## src/design/lsrr_pkg.sv

```systemverilog
package lsrr_pkg;

    // Word format
    localparam int DATA_WIDTH = 32;
    localparam int FRAC_BITS  = 16;
    localparam int MAG_WIDTH  = DATA_WIDTH - 1;

    // Courant factor register, unsigned Q1.16
    localparam int CFL_WIDTH = 17;
    localparam logic [CFL_WIDTH-1:0] CFL_RESET = 17'd58982;

    // Serial divider: dividend is |difference| << FRAC_BITS
    localparam int DIVD_W = DATA_WIDTH + 1 + FRAC_BITS;

    // Upwind sum saturates at 2^(63-FRAC_BITS)-1 (all ones in SUM_W bits)
    localparam int SUM_W = 63 - FRAC_BITS;

    // Shift-add multiplier and square root widths
    localparam int PROD_W  = 64;
    localparam int MPL_W   = DATA_WIDTH + 1;
    localparam int ROOT_W  = 32;
    localparam int RAD_W   = 2 * ROOT_W;
    localparam int REM_W   = ROOT_W + 3;
    localparam int CNT_W   = $clog2(DIVD_W);

    localparam logic [MAG_WIDTH-1:0] MAXV = {MAG_WIDTH{1'b1}};

    // Axis codes
    localparam logic [1:0] AXIS_X    = 2'd0;
    localparam logic [1:0] AXIS_Y    = 2'd1;
    localparam logic [1:0] AXIS_Z    = 2'd2;
    localparam logic [1:0] AXIS_NONE = 2'd3;

    // Sign codes for +1 and 0
    localparam logic [1:0] SIGN_POS  = 2'b01;
    localparam logic [1:0] SIGN_ZERO = 2'b00;

endpackage

```

## src/design/level_set_reinit_residual.sv

```systemverilog
// Channel   Ports                                   Moves
// s_        s_valid / s_ready + 10 payload ports    one axis item per transfer
// m_        m_valid / m_ready + 4 payload ports     one node result per z item
// cfg_      cfg_we / cfg_wdata                      Courant factor, no wait
//
// One item at a time. An x or y item passes through the two bit-serial slope
// dividers (one quotient bit per cycle), the shift-add squarer and three control
// steps. A z item adds 32 square-root steps (two radicand bits per cycle) and,
// for a node that is not fixed, two shift-add products. Axis 3 items are taken
// and dropped. Reset is synchronous, active low, and needs no clearing pass. The
// result register lets the next item be taken while a result waits; the block
// stalls only at the end of a z item when that register is still full.
module level_set_reinit_residual (
    input  logic                                  aclk,
    input  logic                                  aresetn,
    input  logic                                  cfg_we,
    input  logic [lsrr_pkg::CFL_WIDTH-1:0]        cfg_wdata,
    input  logic                                  s_valid,
    output logic                                  s_ready,
    input  logic [1:0]                            s_axis,
    input  logic signed [lsrr_pkg::DATA_WIDTH-1:0] s_phi_center,
    input  logic signed [lsrr_pkg::DATA_WIDTH-1:0] s_phi_minus,
    input  logic signed [lsrr_pkg::DATA_WIDTH-1:0] s_phi_plus,
    input  logic [lsrr_pkg::MAG_WIDTH-1:0]        s_gap_minus,
    input  logic [lsrr_pkg::MAG_WIDTH-1:0]        s_gap_plus,
    input  logic [lsrr_pkg::MAG_WIDTH-1:0]        s_cell_width,
    input  logic                                  s_fixed_node,
    input  logic signed [1:0]                     s_sign_value,
    input  logic                                  s_last_node,
    output logic                                  m_valid,
    input  logic                                  m_ready,
    output logic signed [lsrr_pkg::DATA_WIDTH-1:0] m_residual_update,
    output logic [lsrr_pkg::MAG_WIDTH-1:0]        m_local_magnitude,
    output logic [lsrr_pkg::MAG_WIDTH-1:0]        m_running_max,
    output logic                                  m_sweep_done
);
    import lsrr_pkg::*;

    typedef enum logic [2:0] {
        ST_IDLE, ST_DIV, ST_SEL, ST_MUL, ST_ACC, ST_SQRT, ST_MAG, ST_FIN
    } state_t;

    typedef enum logic [1:0] {MK_SQR, MK_DT, MK_RES} mul_kind_t;

    state_t    state_reg;
    mul_kind_t kind_reg;
    logic [CNT_W-1:0] cnt_reg;

    // Configuration and accumulated node state
    logic [CFL_WIDTH-1:0]  cfl_reg;
    logic [SUM_W-1:0]      sum_reg;
    logic [DATA_WIDTH-1:0] min_w_reg;
    logic [MAG_WIDTH-1:0]  max_reg;

    // Item fields held for the duration of the work
    logic [1:0]           axis_reg;
    logic                 c_neg_reg;
    logic                 neg_a_reg, neg_b_reg, zero_a_reg, zero_b_reg;
    logic [MAG_WIDTH-1:0] den_a_reg, den_b_reg, cw_reg;
    logic                 fixed_reg, last_reg;
    logic [1:0]           sg_reg;

    // Dividers
    logic [DIVD_W-1:0]    divd_a_reg, divd_b_reg;
    logic [MAG_WIDTH-1:0] rem_a_reg, rem_b_reg, q_a_reg, q_b_reg;
    logic                 ovf_a_reg, ovf_b_reg;

    // Multiplier
    logic [PROD_W-1:0] acc_reg, mcand_reg;
    logic [MPL_W-1:0]  mpl_reg;

    // Square root
    logic [RAD_W-1:0]  rad_reg;
    logic [REM_W-1:0]  srem_reg;
    logic [ROOT_W-1:0] root_reg;

    // Result pieces
    logic                 ge_reg;
    logic [MAG_WIDTH-1:0] mag_reg, rm_reg;

    // Output register
    logic                         m_valid_reg;
    logic signed [DATA_WIDTH-1:0] res_out_reg;
    logic [MAG_WIDTH-1:0]         mag_out_reg, max_out_reg;
    logic                         done_out_reg;

    // Input-side differences
    logic signed [DATA_WIDTH:0] diff_a, diff_b;
    logic [DATA_WIDTH:0]        mag_a, mag_b;

    always_comb begin
        diff_a = {s_phi_center[DATA_WIDTH-1], s_phi_center}
               - {s_phi_minus[DATA_WIDTH-1], s_phi_minus};
        diff_b = {s_phi_plus[DATA_WIDTH-1], s_phi_plus}
               - {s_phi_center[DATA_WIDTH-1], s_phi_center};
        mag_a  = diff_a[DATA_WIDTH] ? (DATA_WIDTH+1)'(-diff_a) : diff_a;
        mag_b  = diff_b[DATA_WIDTH] ? (DATA_WIDTH+1)'(-diff_b) : diff_b;
    end

    // One restoring-division step per divider
    logic [DATA_WIDTH-1:0] r2_a, r2_b, rs_a, rs_b;
    logic                  qb_a, qb_b;
    logic [MAG_WIDTH-1:0]  rn_a, rn_b;

    always_comb begin
        r2_a = {rem_a_reg, divd_a_reg[DIVD_W-1]};
        r2_b = {rem_b_reg, divd_b_reg[DIVD_W-1]};
        qb_a = r2_a >= {1'b0, den_a_reg};
        qb_b = r2_b >= {1'b0, den_b_reg};
        rs_a = r2_a - {1'b0, den_a_reg};
        rs_b = r2_b - {1'b0, den_b_reg};
        rn_a = qb_a ? rs_a[MAG_WIDTH-1:0] : r2_a[MAG_WIDTH-1:0];
        rn_b = qb_b ? rs_b[MAG_WIDTH-1:0] : r2_b[MAG_WIDTH-1:0];
    end

    // Upwind selection from the saturated slopes
    logic [MAG_WIDTH-1:0] qa, qb, t1, t2, tsel;

    always_comb begin
        qa   = zero_a_reg ? '0 : (ovf_a_reg ? MAXV : q_a_reg);
        qb   = zero_b_reg ? '0 : (ovf_b_reg ? MAXV : q_b_reg);
        t1   = (neg_a_reg == c_neg_reg) ? qa : '0;
        t2   = (neg_b_reg != c_neg_reg) ? qb : '0;
        tsel = (t1 > t2) ? t1 : t2;
    end

    // Multiplier step
    logic [PROD_W-1:0] acc_step;
    assign acc_step = acc_reg + (mpl_reg[0] ? mcand_reg : '0);

    // Saturating sum of the new term
    logic [SUM_W:0]     sum_add;
    logic [SUM_W-1:0]   sum_new;
    always_comb begin
        sum_add = {1'b0, sum_reg} + {1'b0, acc_reg[FRAC_BITS +: SUM_W]};
        sum_new = sum_add[SUM_W] ? {SUM_W{1'b1}} : sum_add[SUM_W-1:0];
    end

    // Square-root step, two radicand bits per cycle
    logic [REM_W-1:0] srem2, trial, srem_sub;
    logic             sq_ge;
    always_comb begin
        srem2    = {srem_reg[REM_W-3:0], rad_reg[RAD_W-1 -: 2]};
        trial    = {1'b0, root_reg, 2'b01};
        sq_ge    = srem2 >= trial;
        srem_sub = srem2 - trial;
    end

    // |root - 1.0|, saturated
    localparam logic [ROOT_W-1:0] ONE = ROOT_W'(1) << FRAC_BITS;
    logic              root_ge;
    logic [ROOT_W-1:0] mag_full;
    logic [MAG_WIDTH-1:0] mag_sat;
    always_comb begin
        root_ge  = root_reg >= ONE;
        mag_full = root_ge ? root_reg - ONE : ONE - root_reg;
        mag_sat  = mag_full[ROOT_W-1] ? MAXV : mag_full[MAG_WIDTH-1:0];
    end

    // Final signed update and running maximum
    logic                         res_neg;
    logic signed [DATA_WIDTH-1:0] res_val;
    logic [MAG_WIDTH-1:0]         max_new;
    always_comb begin
        res_neg = (sg_reg == SIGN_POS) ^ !ge_reg;
        if (fixed_reg || sg_reg == SIGN_ZERO) begin
            res_val = '0;
        end else if (res_neg) begin
            res_val = -$signed({1'b0, rm_reg});
        end else begin
            res_val = $signed({1'b0, rm_reg});
        end
        max_new = (!fixed_reg && mag_reg > max_reg) ? mag_reg : max_reg;
    end

    logic out_free;
    assign out_free = !m_valid_reg || m_ready;
    assign s_ready  = (state_reg == ST_IDLE);

    // Sequencer, datapath registers and result register
    always_ff @(posedge aclk) begin
        if (!aresetn) begin
            state_reg   <= ST_IDLE;
            kind_reg    <= MK_SQR;
            cnt_reg     <= '0;
            cfl_reg     <= CFL_RESET;
            sum_reg     <= '0;
            min_w_reg   <= '1;
            max_reg     <= '0;
            m_valid_reg <= 1'b0;
        end else begin
            if (cfg_we) begin
                cfl_reg <= cfg_wdata;
            end
            // ST_FIN reloads the result register itself
            if (m_valid_reg && m_ready && state_reg != ST_FIN) begin
                m_valid_reg <= 1'b0;
            end

            unique case (state_reg)
                ST_IDLE: begin
                    if (s_valid && s_axis != AXIS_NONE) begin
                        axis_reg   <= s_axis;
                        c_neg_reg  <= s_phi_center[DATA_WIDTH-1];
                        neg_a_reg  <= diff_a[DATA_WIDTH];
                        neg_b_reg  <= diff_b[DATA_WIDTH];
                        zero_a_reg <= (mag_a == '0);
                        zero_b_reg <= (mag_b == '0);
                        den_a_reg  <= s_gap_minus;
                        den_b_reg  <= s_gap_plus;
                        cw_reg     <= s_cell_width;
                        fixed_reg  <= s_fixed_node;
                        sg_reg     <= s_sign_value;
                        last_reg   <= s_last_node;
                        divd_a_reg <= {mag_a, {FRAC_BITS{1'b0}}};
                        divd_b_reg <= {mag_b, {FRAC_BITS{1'b0}}};
                        rem_a_reg  <= '0;
                        rem_b_reg  <= '0;
                        q_a_reg    <= '0;
                        q_b_reg    <= '0;
                        ovf_a_reg  <= 1'b0;
                        ovf_b_reg  <= 1'b0;
                        cnt_reg    <= '0;
                        state_reg  <= ST_DIV;
                    end
                end
                ST_DIV: begin
                    rem_a_reg  <= rn_a;
                    rem_b_reg  <= rn_b;
                    ovf_a_reg  <= ovf_a_reg | q_a_reg[MAG_WIDTH-1];
                    ovf_b_reg  <= ovf_b_reg | q_b_reg[MAG_WIDTH-1];
                    q_a_reg    <= {q_a_reg[MAG_WIDTH-2:0], qb_a};
                    q_b_reg    <= {q_b_reg[MAG_WIDTH-2:0], qb_b};
                    divd_a_reg <= divd_a_reg << 1;
                    divd_b_reg <= divd_b_reg << 1;
                    cnt_reg    <= cnt_reg + 1'b1;
                    if (cnt_reg == CNT_W'(DIVD_W - 1)) begin
                        state_reg <= ST_SEL;
                    end
                end
                ST_SEL: begin
                    acc_reg   <= '0;
                    mcand_reg <= PROD_W'(tsel);
                    mpl_reg   <= MPL_W'(tsel);
                    kind_reg  <= MK_SQR;
                    cnt_reg   <= '0;
                    state_reg <= ST_MUL;
                end
                ST_MUL: begin
                    if (cnt_reg == CNT_W'(MPL_W - 1)) begin
                        cnt_reg <= '0;
                        unique case (kind_reg)
                            MK_SQR: begin
                                acc_reg   <= acc_step;
                                state_reg <= ST_ACC;
                            end
                            MK_DT: begin
                                // dt = cfl * width >> FRAC_BITS, then dt * |local|
                                acc_reg   <= '0;
                                mcand_reg <= PROD_W'(acc_step[FRAC_BITS +: MPL_W]);
                                mpl_reg   <= MPL_W'(mag_reg);
                                kind_reg  <= MK_RES;
                            end
                            MK_RES: begin
                                rm_reg    <= (acc_step[PROD_W-1:FRAC_BITS+MAG_WIDTH] != '0)
                                           ? MAXV : acc_step[FRAC_BITS +: MAG_WIDTH];
                                state_reg <= ST_FIN;
                            end
                            default: state_reg <= ST_IDLE;
                        endcase
                    end else begin
                        acc_reg   <= acc_step;
                        mcand_reg <= mcand_reg << 1;
                        mpl_reg   <= mpl_reg >> 1;
                        cnt_reg   <= cnt_reg + 1'b1;
                    end
                end
                ST_ACC: begin
                    sum_reg <= sum_new;
                    if (axis_reg != AXIS_Z) begin
                        if ({1'b0, cw_reg} < min_w_reg) begin
                            min_w_reg <= {1'b0, cw_reg};
                        end
                        state_reg <= ST_IDLE;
                    end else begin
                        rad_reg   <= {1'b0, sum_new, {FRAC_BITS{1'b0}}};
                        srem_reg  <= '0;
                        root_reg  <= '0;
                        cnt_reg   <= '0;
                        state_reg <= ST_SQRT;
                    end
                end
                ST_SQRT: begin
                    srem_reg <= sq_ge ? srem_sub : srem2;
                    root_reg <= {root_reg[ROOT_W-2:0], sq_ge};
                    rad_reg  <= rad_reg << 2;
                    cnt_reg  <= cnt_reg + 1'b1;
                    if (cnt_reg == CNT_W'(ROOT_W - 1)) begin
                        state_reg <= ST_MAG;
                    end
                end
                ST_MAG: begin
                    ge_reg  <= root_ge;
                    cnt_reg <= '0;
                    if (fixed_reg) begin
                        mag_reg   <= '0;
                        rm_reg    <= '0;
                        state_reg <= ST_FIN;
                    end else begin
                        mag_reg   <= mag_sat;
                        acc_reg   <= '0;
                        mcand_reg <= PROD_W'(min_w_reg);
                        mpl_reg   <= MPL_W'(cfl_reg);
                        kind_reg  <= MK_DT;
                        state_reg <= ST_MUL;
                    end
                end
                ST_FIN: begin
                    if (out_free) begin
                        m_valid_reg  <= 1'b1;
                        res_out_reg  <= res_val;
                        mag_out_reg  <= mag_reg;
                        max_out_reg  <= max_new;
                        done_out_reg <= last_reg;
                        sum_reg      <= '0;
                        min_w_reg    <= '1;
                        max_reg      <= last_reg ? '0 : max_new;
                        state_reg    <= ST_IDLE;
                    end
                end
                default: state_reg <= ST_IDLE;
            endcase
        end
    end

    assign m_valid           = m_valid_reg;
    assign m_residual_update = res_out_reg;
    assign m_local_magnitude = mag_out_reg;
    assign m_running_max     = max_out_reg;
    assign m_sweep_done      = done_out_reg;

endmodule

```

## config.mk

```make
export PLATFORM = sky130hd
export DESIGN_NAME = level_set_reinit_residual
export DESIGN_NICKNAME = d
export VERILOG_FILES = /design/src/design/lsrr_pkg.sv /design/src/design/level_set_reinit_residual.sv
export SDC_FILE = /design/constraint.sdc
export NUM_CORES = 2
export LEC_CHECK = 0
export ABC_CLOCK_PERIOD_IN_PS = 11100
export BUFFER_PORTS_ARGS = -buffer_cell sky130_fd_sc_hd__buf_2
export CAP_MARGIN = 5
export CORE_ASPECT_RATIO = 0.9
export CORE_MARGIN = 2
export CORE_UTILIZATION = 34
export CTS_CLUSTER_DIAMETER = 120
export DETAILED_ROUTE_END_ITERATION = 7
export PLACE_DENSITY = 0.49
export SLEW_MARGIN = 10
export SYNTH_ARGS = -nofsm -noshare
export SYNTH_HDL_FRONTEND = slang
export SYNTH_SLANG_ARGS = --single-unit
```

## constraint.sdc

```tcl
create_clock -name aclk -period 11.1 [get_ports aclk]
set_input_delay 1.11 -clock aclk [delete_from_list [all_inputs] [get_ports aclk]]
set_output_delay 1.11 -clock aclk [all_outputs]
set_load 0.02 [all_outputs]
```

==> flow_summary.ini <==
[floorplanning]
die_x_microns = 426.1
floorplan.initialDensity_pct = 34.22
fp.dieH_microns = 383.9
coreArea_sq_um = 159300
total_die_area_sq_um = 163600
row_count = 139
top_level_ports = 314

[synth]
synth-async-reset-ratio_pct = 0
fraction_of_synthesized_area_in_multiplexers_pct = 3.277
synth_flop_cell = edfxtp_1
synth_fa_ha_area_share_pct = 8.735
synth-compound-area-share_pct = 18.05
synth_simple_gate_area_share_pct = 15.29
ys_seq_area_share_pct = 45.09
yosys.area.top_type = edfxtp_1
synth.top_cells.by_area = edfxtp_1 40%, ha_1 8.5%, dfxtp_1 5.1%
yosys.area_share.xor_xnor_pct = 5.451
postSynthCellCount = 5624
total_nets_after_synthesis = 6218
synth.top_cells.by_count = 726 x edfxtp_1, 596 x nor2_1, 487 x a21oi_1
synthesis.yosys.warnings = 0
postSynthRegisterBits = 865
syn-cell-area_sq_um = 54520
synth-edff-count = 726
synth_top_family_by_area = compound AO/OA/AOI/OAI gates
yosysMostFrequentCell = edfxtp_1
yosys.cell_types.count = 107
synth_largest_type_area_fraction_pct = 39.99
avg_cell_area_syn_sq_um = 9.693

[cells_and_area]
finalCoreUtilization_pct = 38.92
drive_above_1_share_pct = 11.68
nets = 6447
design_area_sq_um = 62000
area_delta_synth_final_pct = 13.72
finalNonFillerCells = 8058
nFillCells = 16080

[critical_path]
critical_path.startpoint_type = flip-flop
cp_data_required_time_ns = 11.50
worst_r2r_path_depth = 19
worstPathMaxFanout = 64
setup.worst_path.end_class = flip-flop
critical_path.startpoint = mpl_reg[0]
timing.setup.critical_path_class = reg -> reg
critical_path_arrival_ns = 6.20
rrSetupSlack_ns = 5.30
regToRegStartpoint = mpl_reg[0]
r2r_end = rm_reg[9]

[sta]
timing.final.crit_period_ns = 5.799
hold_vio_cnt_final = 0
rsz_0062_raised_after_global_routing = false
relSlewSlack_pct = 20.77
worst_pin_slew_ns = 1.188
setup_viol = 0
totalNegativeSetupSlack_ns = 0
period_utilisation_layout_pct = 52.25
maxClockFrequency_mhz = 172.4
finalClockSkew_ns = 0.03680
slew_violations = 0

[grt]
antenna_found_initial = 8
grt_pass1_wl_microns = 250200
first_global_vias = 41090
grtUsageTotal_pct = 19.61
gr-total-overflow = 0
maximum_number_of_pins_on_one_net_before_global_route_repair = 86

[clock_network]
insertion_delay_ns = 0.73
clockRootBuffer = clkbuf_16
h-tree-depth = 3
clk_pin_slew_ns = 0.06
cts-buffers-inserted = 101
cts_tree = yes
clock_sinks = 865
max-clock-path-buffers = 3
cts_resized = 0
cts_hold_buffers = 0
cts_setup_buffers = 0

[min_path]
worstHoldStart = sum_reg[15]
hold_end = sum_reg[15]
worstHoldPathCells = 1
hold_class = reg -> reg

[place]
dp_cells = 7865
hpwl_microns = 121700
gpl.final_weighted_congestion = 0.8898
port-buffer-count = 313
dp_area_sq_um = 58440

[pwr]
p_int_mw = 6.588
seq_power_share_pct = 41.5
clockPowerShare_pct = 38.2
combPwrFrac_pct = 20.4
static-leakage-power_nw = 24.97
switching_share_pct = 29.28
power_switching_mw = 2.728
p_per_area_nw_per_um2 = 150.3
irDropWorstVdd_v = 0.00009734

[run]
timing.max_cap.violations = 0

[routing]
wl_per_cell_microns = 20.37
routed_wl_microns = 164100
drtAntennaViolNets = 0
dr.pass1.iters = 6
post_detailed_route_drc_marker_count = 0
vias = 42560
detail_route.iter0.violations = 3110
avgViaCountPerCell = 5.282

[run_status]
outcome = finished, final reports clean
-- layout by cell type, fill, tap and decap left out, types with 37 or more instances in the layout --
master and count:
a211oi_1 41, ha_1 371, o211ai_1 50, o21ai_0 356, o21a_1 66, edfxtp_1 726, o31ai_1 37, buf_4 54
nor2_1 592, nor3_1 86, dfxtp_1 139, xnor2_1 201, a21oi_1 487, a21o_1 157, nand2_1 398, mux2_2 68
nor2b_1 50, clkbuf_16 104, buf_2 313, inv_1 347, and2_1 156, mux2i_1 102, xor2_1 127, a31oi_1 52
nand4_1 64, nand2b_1 59, nand3_1 78, a22o_1 37, o21bai_1 38, and3_1 57, or3_1 40
-- area by class of cell --
cell class	count	area [sq um]	area share (%)
sequential	865	24580	39.65
clock buffer	127	2759	4.450
inverter	350	1316	2.123
timing repair buffer	367	1972	3.181
antenna	3	7.507	0.01211
multi-input combinational	4168	27930	45.05
tap	2115	2646	4.268
clock inverter	63	780.7	1.259
-- stage by stage --
step / hold slack (ns) / setup slack (ns) / power [mW]
floorplan: 0.4315 / 1.287 / 5.261
global placement: 0.4414 / 5.023 / 5.823
detailed placement: 0.4499 / 4.870 / 5.829
CTS: 0.4632 / 5.193 / 9.441
global route: 0.4814 / 4.801 / 9.766
finish: 0.4608 / 5.301 / 9.316
-- critical path, stage by stage (launching register included) --
cell	delay [ns]
edfxtp_1	0.32
buf_4	0.44
and2_1	0.21
ha_1	0.18
inv_1	0.06
fa_1	0.37
nor2b_1	0.20
o31ai_1	0.12
a21oi_1	0.24
o2111a_1	0.28
o21ai_0	0.20
a211o_1	0.38
a211oi_1	0.52
nor4_1	0.11
a311o_1	0.37
nor4_1	0.28
nand3_1	0.13
nor4_2	0.48
buf_4	0.39
a21oi_1	0.14
-- cells by family after synthesis --
| group | count (synthesis) |
|---|---|
| compound gates | 1559 |
| xor+xnor | 335 |
| fa+ha+maj | 377 |
| buf+inv | 591 |
| flops | 865 |
| mux | 170 |
| simple gates | 1727 |
-- power groups by stage --
stage | logic [mW] | registers, mW | clock network (mW)
floorplan | 1.35 | 3.91 | 0
global placement | 1.89 | 3.93 | 0
detailed placement | 1.90 | 3.93 | 0
CTS | 1.91 | 3.87 | 3.67
global route | 2.11 | 3.88 | 3.78
finish | 1.90 | 3.86 | 3.55
-- per-layer routing --
layer / routed length (microns) / vias to the layer above / global-route usage [%]
met5: 27 / - / 0
met4: 4405 / 4 / 5.078
met3: 6785 / 187 / 2.462
met2: 76380 / 884 / 32.43
met1: 76520 / 20490 / 27.00
li1: - / 21000 / -
-- worst max-delay path by stage --
stage / end / slack, ns / cells past startpoint
after floorplan: rad_reg[16] / 1.29 / 3
after global placement: zero_a_reg / 5.02 / 17
after detailed placement: zero_a_reg / 4.87 / 16
after CTS: rm_reg[18] / 5.19 / 19
after global routing: rm_reg[13] / 4.80 / 19
final: rm_reg[9] / 5.30 / 19
Power figures use the tool's default switching activity.
